`src/rtl/core/wavp8_pkg.sv`:
```
// Shared constants and types for the 8-bit PCM WAV stream parser.
`default_nettype none
package wavp8_pkg;

  localparam logic [31:0] TAG_RIFF = 32'h4646_4952;
  localparam logic [31:0] TAG_WAVE = 32'h4556_4157;
  localparam logic [31:0] TAG_FMT  = 32'h2074_6D66;
  localparam logic [31:0] TAG_DATA = 32'h6174_6164;

  localparam logic [7:0]  SAMPLE_OFFSET = 8'd128;
  localparam logic [15:0] PCM_BITS      = 16'd8;

  typedef enum logic [1:0] {
    KIND_FRAME  = 2'd0,
    KIND_HEADER = 2'd1,
    KIND_ERROR  = 2'd2
  } kind_t;

  typedef enum logic [2:0] {
    ERR_NONE         = 3'd0,
    ERR_NO_RIFF      = 3'd1,
    ERR_NO_WAVE      = 3'd2,
    ERR_NO_FMT       = 3'd3,
    ERR_BAD_CHANNELS = 3'd4,
    ERR_NOT_8BIT     = 3'd5,
    ERR_EARLY_END    = 3'd6,
    ERR_TRUNCATED    = 3'd7
  } err_t;

  typedef struct packed {
    kind_t       kind;
    logic [7:0]  left_sample;
    logic [7:0]  right_sample;
    logic        last_frame;
    logic [31:0] sample_rate;
    logic        stereo;
    logic [31:0] frame_count;
    err_t        error_code;
  } result_t;

endpackage
`default_nettype wire

```
`src/rtl/core/wav_pcm8_stream_parser.sv`:
```
// Byte-serial parser for RIFF/WAVE files carrying 8-bit mono or stereo PCM.
//
// Input stream: one file byte per transaction on s_axis_tdata, s_axis_tlast
// on the file's last byte; the parser restarts from the RIFF tag after it.
// Output stream: at most one transaction per input byte. m_axis_tuser holds
// the kind (sample frame, header info, error), m_axis_tlast marks the last
// frame of the data chunk, m_axis_tdata the remaining fields.
// A result is registered: it appears in the output register in the cycle after
// the byte that causes it is accepted.
// Throughput: one byte per cycle while the output is not stalled; the parse
// state is updated in a single pass of logic per byte and the output register
// lets the next byte enter while a result is being taken.
// Stall: when a result waits in the output register and m_axis_tready is
// low, s_axis_tready drops and no byte is taken until the result leaves.
// Reset: clears the parse state to expect the RIFF tag and empties the
// output register; no clearing pass is needed.
`default_nettype none
module wav_pcm8_stream_parser (
  input  wire logic        clk,
  input  wire logic        rst,
  input  wire logic        s_axis_tvalid,
  output logic             s_axis_tready,
  input  wire logic [7:0]  s_axis_tdata,   // [7:0] stream_byte
  input  wire logic        s_axis_tlast,   // end_of_file
  output logic             m_axis_tvalid,
  input  wire logic        m_axis_tready,
  // [7:0] left_sample, [15:8] right_sample, [47:16] sample_rate, [48] stereo,
  // [80:49] frame_count, [83:81] error_code, [87:84] zero
  output logic [87:0]      m_axis_tdata,
  output logic [1:0]       m_axis_tuser,   // [1:0] kind
  output logic             m_axis_tlast    // last_frame
);
  import wavp8_pkg::*;

  localparam logic [3:0] PH_RIFF_TAG   = 4'd0;
  localparam logic [3:0] PH_RIFF_SIZE  = 4'd1;
  localparam logic [3:0] PH_WAVE_TAG   = 4'd2;
  localparam logic [3:0] PH_FMT_TAG    = 4'd3;
  localparam logic [3:0] PH_FMT_SIZE   = 4'd4;
  localparam logic [3:0] PH_FMT_BODY   = 4'd5;
  localparam logic [3:0] PH_PAD        = 4'd6;
  localparam logic [3:0] PH_CHUNK_ID   = 4'd7;
  localparam logic [3:0] PH_CHUNK_SIZE = 4'd8;
  localparam logic [3:0] PH_SKIP_BODY  = 4'd9;
  localparam logic [3:0] PH_DATA_BODY  = 4'd10;
  localparam logic [3:0] PH_DONE       = 4'd11;
  localparam logic [3:0] PH_FAILED     = 4'd12;

  logic [3:0]  phase, phase_next;
  logic [31:0] bytes_remaining, bytes_remaining_next;
  logic [31:0] field_shift, field_shift_next;
  logic [15:0] channel_count, channel_count_next;
  logic [15:0] bits_per_sample, bits_per_sample_next;
  logic [31:0] rate_value, rate_value_next;
  logic        stereo_mode, stereo_mode_next;
  logic [7:0]  held_left, held_left_next;
  logic        pair_half, pair_half_next;
  logic [31:0] frames_left, frames_left_next;
  logic [7:0]  byte_pos, byte_pos_next;
  logic        pad_pending, pad_pending_next;
  logic        chunk_is_data, chunk_is_data_next;

  logic        accept;
  logic [7:0]  b;
  logic        eof;
  logic [31:0] word;
  logic [7:0]  smp;
  logic [31:0] frames_dec;
  logic        res_valid;
  result_t     res;
  result_t     out_reg;

  assign s_axis_tready = !m_axis_tvalid || m_axis_tready;
  assign accept        = s_axis_tvalid && s_axis_tready;
  assign b             = s_axis_tdata;
  assign eof           = s_axis_tlast;
  assign word          = {b, field_shift[31:8]};
  assign smp           = b - SAMPLE_OFFSET;
  assign frames_dec    = (frames_left != 32'd0) ? frames_left - 32'd1 : frames_left;

  always_comb begin
    phase_next           = phase;
    bytes_remaining_next = bytes_remaining;
    field_shift_next     = field_shift;
    channel_count_next   = channel_count;
    bits_per_sample_next = bits_per_sample;
    rate_value_next      = rate_value;
    stereo_mode_next     = stereo_mode;
    held_left_next       = held_left;
    pair_half_next       = pair_half;
    frames_left_next     = frames_left;
    byte_pos_next        = byte_pos;
    pad_pending_next     = pad_pending;
    chunk_is_data_next   = chunk_is_data;
    res_valid            = 1'b0;
    res                  = '0;

    unique case (phase)
      PH_RIFF_TAG, PH_RIFF_SIZE, PH_WAVE_TAG, PH_FMT_TAG, PH_FMT_SIZE,
      PH_CHUNK_ID, PH_CHUNK_SIZE: begin
        field_shift_next = word;
        if (byte_pos[1:0] != 2'd3) begin
          byte_pos_next = byte_pos + 8'd1;
        end else begin
          byte_pos_next = 8'd0;
          priority if (phase == PH_RIFF_TAG) begin
            if (word == TAG_RIFF) begin
              phase_next = PH_RIFF_SIZE;
            end else begin
              phase_next     = PH_FAILED;
              res.error_code = ERR_NO_RIFF;
            end
          end else if (phase == PH_RIFF_SIZE) begin
            phase_next = PH_WAVE_TAG;
          end else if (phase == PH_WAVE_TAG) begin
            if (word == TAG_WAVE) begin
              phase_next = PH_FMT_TAG;
            end else begin
              phase_next     = PH_FAILED;
              res.error_code = ERR_NO_WAVE;
            end
          end else if (phase == PH_FMT_TAG) begin
            if (word == TAG_FMT) begin
              phase_next = PH_FMT_SIZE;
            end else begin
              phase_next     = PH_FAILED;
              res.error_code = ERR_NO_FMT;
            end
          end else if (phase == PH_FMT_SIZE) begin
            bytes_remaining_next = word;
            pad_pending_next     = word[0];
            channel_count_next   = 16'd0;
            bits_per_sample_next = 16'd0;
            rate_value_next      = 32'd0;
            if (word == 32'd0) begin
              phase_next     = PH_FAILED;
              res.error_code = ERR_BAD_CHANNELS;
            end else begin
              phase_next = PH_FMT_BODY;
            end
          end else if (phase == PH_CHUNK_ID) begin
            chunk_is_data_next = (word == TAG_DATA);
            phase_next         = PH_CHUNK_SIZE;
          end else begin
            bytes_remaining_next = word;
            if (chunk_is_data) begin
              frames_left_next = stereo_mode ? {1'b0, word[31:1]} : word;
              pair_half_next   = 1'b0;
              res_valid        = 1'b1;
              res.kind         = KIND_HEADER;
              res.sample_rate  = rate_value;
              res.stereo       = stereo_mode;
              res.frame_count  = stereo_mode ? {1'b0, word[31:1]} : word;
              phase_next       = (word != 32'd0) ? PH_DATA_BODY : PH_DONE;
            end else begin
              pad_pending_next = word[0];
              phase_next       = (word != 32'd0) ? PH_SKIP_BODY : PH_CHUNK_ID;
            end
          end
        end
      end
      PH_FMT_BODY: begin
        unique case (byte_pos)
          8'd2:    channel_count_next[7:0]    = channel_count[7:0] | b;
          8'd3:    channel_count_next[15:8]   = channel_count[15:8] | b;
          8'd4:    rate_value_next[7:0]       = rate_value[7:0] | b;
          8'd5:    rate_value_next[15:8]      = rate_value[15:8] | b;
          8'd6:    rate_value_next[23:16]     = rate_value[23:16] | b;
          8'd7:    rate_value_next[31:24]     = rate_value[31:24] | b;
          8'd14:   bits_per_sample_next[7:0]  = bits_per_sample[7:0] | b;
          8'd15:   bits_per_sample_next[15:8] = bits_per_sample[15:8] | b;
          default: ;
        endcase
        if (byte_pos != 8'hFF) begin
          byte_pos_next = byte_pos + 8'd1;
        end
        bytes_remaining_next = bytes_remaining - 32'd1;
        if (bytes_remaining == 32'd1) begin
          byte_pos_next = 8'd0;
          priority if (channel_count_next != 16'd1 && channel_count_next != 16'd2) begin
            phase_next     = PH_FAILED;
            res.error_code = ERR_BAD_CHANNELS;
          end else if (bits_per_sample_next != PCM_BITS) begin
            phase_next     = PH_FAILED;
            res.error_code = ERR_NOT_8BIT;
          end else begin
            stereo_mode_next = (channel_count_next == 16'd2);
            phase_next       = pad_pending ? PH_PAD : PH_CHUNK_ID;
          end
        end
      end
      PH_SKIP_BODY: begin
        bytes_remaining_next = bytes_remaining - 32'd1;
        if (bytes_remaining == 32'd1) begin
          phase_next = pad_pending ? PH_PAD : PH_CHUNK_ID;
        end
      end
      PH_PAD: begin
        phase_next = PH_CHUNK_ID;
      end
      PH_DATA_BODY: begin
        bytes_remaining_next = bytes_remaining - 32'd1;
        priority if (!stereo_mode) begin
          frames_left_next = frames_dec;
          res_valid        = 1'b1;
          res.kind         = KIND_FRAME;
          res.left_sample  = smp;
          res.right_sample = smp;
          res.last_frame   = (frames_dec == 32'd0);
        end else if (!pair_half) begin
          if (frames_left != 32'd0) begin
            held_left_next = smp;
            pair_half_next = 1'b1;
          end
        end else begin
          pair_half_next   = 1'b0;
          frames_left_next = frames_dec;
          res_valid        = 1'b1;
          res.kind         = KIND_FRAME;
          res.left_sample  = held_left;
          res.right_sample = smp;
          res.last_frame   = (frames_dec == 32'd0);
        end
        if (bytes_remaining == 32'd1) begin
          phase_next = PH_DONE;
        end
      end
      default: ;
    endcase

    if (res.error_code == ERR_NONE && eof) begin
      if (phase_next < PH_DATA_BODY) begin
        res.error_code = ERR_EARLY_END;
      end else if (phase_next == PH_DATA_BODY) begin
        res.error_code = ERR_TRUNCATED;
      end
    end
    if (res.error_code != ERR_NONE) begin
      res.kind         = KIND_ERROR;
      res.left_sample  = 8'd0;
      res.right_sample = 8'd0;
      res.last_frame   = 1'b0;
      res.sample_rate  = 32'd0;
      res.stereo       = 1'b0;
      res.frame_count  = 32'd0;
      res_valid        = 1'b1;
    end
  end

  always_ff @(posedge clk) begin
    if (rst) begin
      phase           <= PH_RIFF_TAG;
      bytes_remaining <= '0;
      field_shift     <= '0;
      channel_count   <= '0;
      bits_per_sample <= '0;
      rate_value      <= '0;
      stereo_mode     <= 1'b0;
      held_left       <= '0;
      pair_half       <= 1'b0;
      frames_left     <= '0;
      byte_pos        <= '0;
      pad_pending     <= 1'b0;
      chunk_is_data   <= 1'b0;
    end else if (accept) begin
      if (eof) begin
        phase           <= PH_RIFF_TAG;
        bytes_remaining <= '0;
        field_shift     <= '0;
        channel_count   <= '0;
        bits_per_sample <= '0;
        rate_value      <= '0;
        stereo_mode     <= 1'b0;
        held_left       <= '0;
        pair_half       <= 1'b0;
        frames_left     <= '0;
        byte_pos        <= '0;
        pad_pending     <= 1'b0;
        chunk_is_data   <= 1'b0;
      end else begin
        phase           <= phase_next;
        bytes_remaining <= bytes_remaining_next;
        field_shift     <= field_shift_next;
        channel_count   <= channel_count_next;
        bits_per_sample <= bits_per_sample_next;
        rate_value      <= rate_value_next;
        stereo_mode     <= stereo_mode_next;
        held_left       <= held_left_next;
        pair_half       <= pair_half_next;
        frames_left     <= frames_left_next;
        byte_pos        <= byte_pos_next;
        pad_pending     <= pad_pending_next;
        chunk_is_data   <= chunk_is_data_next;
      end
    end
  end

  always_ff @(posedge clk) begin
    if (rst) begin
      m_axis_tvalid <= 1'b0;
    end else if (s_axis_tready) begin
      m_axis_tvalid <= s_axis_tvalid && res_valid;
    end
  end

  always_ff @(posedge clk) begin
    if (accept && res_valid) begin
      out_reg <= res;
    end
  end

  assign m_axis_tuser = out_reg.kind;
  assign m_axis_tlast = out_reg.last_frame;
  assign m_axis_tdata = {4'd0, out_reg.error_code, out_reg.frame_count, out_reg.stereo,
                         out_reg.sample_rate, out_reg.right_sample, out_reg.left_sample};

endmodule
`default_nettype wire

```
`config.mk`:
```
export PLATFORM = sky130hd
export DESIGN_NAME = wav_pcm8_stream_parser
export DESIGN_NICKNAME = d
export VERILOG_FILES = /design/src/rtl/core/wavp8_pkg.sv /design/src/rtl/core/wav_pcm8_stream_parser.sv
export SDC_FILE = /design/constraint.sdc
export NUM_CORES = 1
export LEC_CHECK = 0
export ABC_CLOCK_PERIOD_IN_PS = 8470
export BUFFER_PORTS_ARGS = -buffer_cell sky130_fd_sc_hd__buf_4
export CAP_MARGIN = 0
export CORE_ASPECT_RATIO = 0.5
export CORE_MARGIN = 5
export CORE_UTILIZATION = 50
export CTS_BUF_LIST = sky130_fd_sc_hd__clkbuf_4
export CTS_CLUSTER_DIAMETER = 100
export CTS_CLUSTER_SIZE = 20
export DETAILED_ROUTE_END_ITERATION = 10
export GPL_TIMING_DRIVEN = 0
export HOLD_SLACK_MARGIN = 0.03
export PLACE_DENSITY_LB_ADDON = 0.3
export SYNTH_ARGS = -nofsm -noshare
export SYNTH_HDL_FRONTEND = slang
export SYNTH_SLANG_ARGS = --single-unit
```
`constraint.sdc`:
```
create_clock -name clk -period 8.47 [get_ports clk]
set_input_delay 0.847 -clock clk [delete_from_list [all_inputs] [get_ports clk]]
set_output_delay 0.847 -clock clk [all_outputs]
set_load 0.02 [all_outputs]
```
* Word-level counts from Yosys, hierarchy flattened *
Cells that the tools add are included.
W data, S select, Z words.

word-level totals
  register bits = 272
  latch bits = 0
  memory bits (writable) = 0
  memory bits (read-only) = 0
  bits of input ports = 13
  output and inout port bits = 93
  logic and storage cells = 310
  memories kept = 0

cells by class
  add/sub/neg operators = 4
  multipliers = 0
  divide/modulo/power cells = 0
  $lt $le $gt $ge = 1
  equality and inequality tests = 58
  shift-type cells = 0
  muxes and demuxes = 169
  bitwise logic cells = 11
  reductions and logical operators = 42

operator list
  cell                     count
  $mux W32                 30
  $mux W65                 5
  $pmux W32 S2             3
  $mux W8                  21
  $mux W16                 8
  $eq A32 B31 Y1 const B   3
  $mux W4                  19
  $mux W68                 1
  $logic_not A32 Y1        2
  $or A8 B8 Y8             8
  $pmux W16 S2             2
  $reduce_bool A32 Y1      2
  $sub A32 B1 Y32 const B  2
  $mux W1                  58
  $reduce_and A9 Y1        6
  $mux W3                  12
  $mux W17                 2
  $ne A3 B3 Y1 const B     11
  $eq A32 B1 Y1 const B    1
  $eq A32 B30 Y1 const B   1
  $eq A8 B3 Y1 const B     4
  $reduce_and A11 Y1       2
  $ne A2 B2 Y1 const B     10
  $pmux W4 S5              1
  37 further kinds         71

* Logic depth before layout (Yosys ltp) *
  depth after elaboration = 18
  mapped depth = 14
  depth with buffers taken out = 12

* Worst setup path before layout *
No wires, ideal clock.

  path kind = input to register
  start point = input s_axis_tdata[5]
  end point = register out_reg (netlist bit m_axis_tdata[0]) (enable)
  library setup time = 0.533 ns
  data arrival time = 6.887 ns
  required time = 7.937 ns
  setup slack = 1.050 ns
  stages = 11
  path buffers = 2
  path through = clkbuf_1 nor4_1 nor4bb_1 nand3_1 mux2i_1 a32o_1 a2bb2oi_2 o311ai_2 clkbuf_1 nor2_1 nor2_1

on the way
  cells in the longest elaborated chain, start to end = 18

ends and longest elaborated chain
  what                                                   RTL line                       RTL
  start: declaration                                     wav_pcm8_stream_parser.sv:23   input wire logic [7:0] s_axis_tdata,
  branches (longest 14 deep; another with $lt A4 B4 Y1)  -
  $mux W3 (*)                                            wav_pcm8_stream_parser.sv:231  if (res.error_code == ERR_NONE && eof) begin
  $reduce_bool A3 Y1 (*)                                 wav_pcm8_stream_parser.sv:238  if (res.error_code != ERR_NONE) begin
  $mux W1 (*)                                            wav_pcm8_stream_parser.sv:238
  $logic_and A1 B1 Y1 (*)                                wav_pcm8_stream_parser.sv:307  if (accept && res_valid) begin
  end signal: assignment                                 wav_pcm8_stream_parser.sv:308  out_reg <= res;
  end: declaration                                       wav_pcm8_stream_parser.sv:71   result_t out_reg;

Mark *: on every way between the ends. The select of a mux whose other input is x is not followed.
A chain may end at the register's enable or synchronous reset.

* Worst setup path after layout *
  start point = register phase[3]
  end point = register out_reg (netlist bit m_axis_tdata[36]) (enable)

on the way
  cells in the longest elaborated chain, start to end = 16

ends and longest elaborated chain
  what                                                   RTL line                       RTL
  start: declaration                                     wav_pcm8_stream_parser.sv:49   logic [3:0] phase, phase_next;
  start signal: assignment                               wav_pcm8_stream_parser.sv:281  phase <= phase_next;
  branches (longest 14 deep; another with $lt A4 B4 Y1)  -
  $mux W1 (*)                                            wav_pcm8_stream_parser.sv:238
  $logic_and A1 B1 Y1 (*)                                wav_pcm8_stream_parser.sv:307

Mark *: on every way between the ends.

==> results.tsv <==
stage	metric	value	unit
clock_network	Post-CTS Hold Fix Bufs	0	
global_route	GR Overflow Total	0	
clock_network	postcts setup bufs	0	
logic_synthesis	largest cells by area after synthesis	dfxtp_1 27%, edfxtp_1 20%, nor2_1 7.3%	
placed_design	dpl cells	2004	
power	Design Power	0.00222	W
setup_path	worst-path fanout max	35	
drt	Post-DRT Antenna Nets	0	
clock_network	root buffer cell	clkbuf_4	
logic_synthesis	mapped cell area	13100	um^2
timing	post-route minimum period	5.62	ns
finish	final net count	1701	
drt	DRC viols	0	
floorplanning	num rows	41	
global_route	total track usage	0.293	
logic_synthesis	post-synthesis sequential area ratio	0.469	
floorplanning	starting density of the core	0.514	
logic_synthesis	main flop type after synthesis	dfxtp_1	
finish	Area Growth Syn to Fin	10.8	%
setup_path	CP Cell Sequence	or3_1 -> or4b_2 -> nor4_1 -> a211oi_1 -> o32ai_1 -> a21oi_1 -> o311ai_2 -> clkbuf_1 -> nor2_1 -> nor2_4 -> buf_12	
setup_path	Reg2Reg Setup Slack	2.85	ns
logic_synthesis	Synth Warn #	0	
drt	M1 WL	19500	um
timing	fin crit share	0.664	
global_route	first-pass GRT wire length	70000	um
setup_path	Critical Path End Type	flop	
clock_network	H-tree levels	1	
timing	Setup Skew	0.100	ns
global_route	antenna violations before repair	4	
drt	DRT iter0 DRCs	1818	
setup_path	slowest stage delay, CP	0.70	ns
floorplanning	core area	25500	um^2
timing	highest clock rate	178	MHz
timing	worst setup slack after layout	2.85	ns
flow_run	Max Cap Violations	0	
power	PD cells	152	nW/um^2
drt	met3 wire length	4420	um
floorplanning	Die Y-Extent	125	um
timing	Final setup viols	0	
global_route	largest net degree at the start of global routing	36	
logic_synthesis	number of flops mapped to enable cells by yosys	87	
setup_path	worst r2r src	phase[3]	
timing	Slew Limit Headroom	0.318	
clock_network	Clock Latency Late Sink	0.76	ns
logic_synthesis	post-synth top area cell	dfxtp_1	
setup_path	Setup crit start kind	flop	
setup_path	Crit-path slowest cell	nor2_4	
global_route	number of global-route vias before repair	12300	
finish	share of cells above drive strength 1	0.0900	
setup_path	Setup CP Type	flop to flop	
setup_path	WP data required	8.84	ns
drt	number of iterations in the first detailed-routing pass	5	
setup_path	FF-to-FF End	m_axis_tdata[36]	
drt	routed wl met2	20100	um
worst_hold_path	Min-Delay Path Class	primary input to flop	
finish	most frequent cells in the layout	256 x nor2_1, 181 x a21oi_1, 177 x dfxtp_1	
clock_network	clk buf depth	3	
setup_path	R2R cell count	11	
clock_network	TritonCTS Buffers	17	
floorplanning	Top Ports	106	
clock_network	TritonCTS clock tree	done	
placed_design	hpwl dp	33100	um
timing	Final Max Tran Viols	0	
logic_synthesis	Async S/R FF share, synth	0	
drt	WL final	45500	um
setup_path	crit path DAT	5.99	ns
outcome	status	completed	
timing	RSZ-0062 raised after global routing	false	
finish	most common cell after layout, fill and taps aside	nor2_1	
timing	endpoints failing hold	0	
setup_path	Critical path origin	phase[3]	
floorplanning	die area	29800	um^2
floorplanning	Die Width	239	um
finish	fillers	2371	
clock_network	Worst-path clk slew	0.23	ns
clock_network	# clock sinks	264	
logic_synthesis	Synth top area share	0.270	
finish	post-route non-filler standard cell count	2036	
worst_hold_path	Hold Crit Depth	3	
finish	Final Util	0.570	
setup_path	CP endpoint	m_axis_tdata[36]	
power	Leak Pwr	5.21	nW
placed_design	GP Congestion	0.977	
timing	Worst Max-Slew Pin Slew	1.01	ns
logic_synthesis	Cell variety after synth	73	
drt	highest metal used	met5	
drt	Vias	13100	
clock_network	Resize count post-CTS	0	
placed_design	Port Buffers	94	
drt	wire per inst	22.3	um
logic_synthesis	number of synthesized register bits	264	
power	worst vdd ir	0.117	mV
placed_design	Setup WS pre-CTS	2.59	ns
logic_synthesis	Post-Syn Instances	1561	
logic_synthesis	Avg Cell Area, Syn	8.41	um^2
drt	Vias/cell	6.46	
logic make-up (layout without fill, tap and decap cells):
group	Yosys count	count (layout)	synth area share
other	1	8	0.000286
muxes	30	30	0.0231
and+or+nand+nor	678	678	0.249
adders and majority gates	9	9	0.00858
DFF	264	264	0.469
AOI/OAI and AO/OA	414	414	0.189
xor gates and xnor gates	28	28	0.0187
buffers and inverters	137	261	0.0426
routing by layer:
layer / GRT usage / vias to the layer above
met3: 0.0575 / 130
met4: 0.0888 / 2
met5: 0 / -
met2: 0.457 / 810
li1: - / 5873
met1: 0.413 / 6333
worst min path at each step:
stage / start / to / slack [ns]
2_1_floorplan: rate_value[0] / rate_value[0] / 0.43
3_3_place_gp: rate_value[1] / rate_value[1] / 0.44
3_5_place_dp: rate_value[28] / rate_value[28] / 0.45
4_1_cts: s_axis_tvalid / m_axis_tvalid / 0.38
5_1_grt: s_axis_tvalid / m_axis_tvalid / 0.42
6_report: s_axis_tvalid / m_axis_tvalid / 0.42
stage by stage:
step                setup TNS [ns]  cell area (um^2)  hold slack [ns]
global placement           -140.85             14300            0.441
floorplan                        0             13100            0.429
CTS                              0             14500            0.385
detailed placement               0             14300            0.453
global route                     0             14600            0.424
finish                           0             14600            0.417
layout make-up:
cell class / count / area [um^2] / area share
Multi-Input combinational cell: 1163 / 6430 / 0.442
Sequential cell: 264 / 6160 / 0.423
Timing Repair Buffer: 96 / 746 / 0.0512
Buffer: 123 / 505 / 0.0347
Tap cell: 344 / 430 / 0.0296
Clock buffer: 27 / 203 / 0.0139
Inverter: 14 / 53.8 / 0.00370
Clock inverter: 1 / 16.3 / 0.00112
Antenna cell: 4 / 10.0 / 0.000688
critical path: cells and delay by family (launching register included):
| family | cells | cell delay, ns |
|---|---|---|
| buffers and inverters | 2 | 0.71 |
| DFF | 1 | 0.47 |
| and+or+nand+nor | 5 | 2.64 |
| AOI/OAI and AO/OA | 4 | 1.37 |
power breakdown:
group          switching, W  internal, W
sequential        0.0000188      0.00134
clock              0.000408     0.000148
combinational      0.000211    0.0000894
total              0.000637      0.00158
registers in the layout, indices dropped and copies added (netlist names):
name             count
byte_pos             8
channel_count       16
m_axis_tdata        84
pad_pending          1
m_axis_tuser         2
frames_left         32
stereo_mode          1
m_axis_tlast         1
rate_value          32
phase                4
field_shift         24
m_axis_tvalid        1
chunk_is_data        1
pair_half            1
held_left            8
bytes_remaining     32
bits_per_sample     16
synthesized netlist by cell type, types with 4 or more instances:
cell type,count
nor2_1,257
a21oi_1,181
dfxtp_1,177
nand2_1,125
clkbuf_1,103
edfxtp_1,87
o21ai_0,83
nor3_1,67
a22oi_1,54
nor4_1,46
and2_1,43
nand3_1,29
mux2i_1,28
nor2b_1,18
nand4_1,17
xor2_1,15
o211ai_1,14
xnor2_1,13
a31oi_1,12
and3_1,12
inv_1,12
nand2b_1,11
or4_1,10
a32oi_1,9
ha_1,9
o31ai_1,9
or3_1,9
buf_1,8
o21a_1,6
nor4bb_1,5
o22ai_1,5
o41ai_1,5
a211oi_1,4
a22o_1,4
buf_2,4
buf_4,4
nand4b_1,4
or4_4,4
Power figures use the tool's default switching activity.
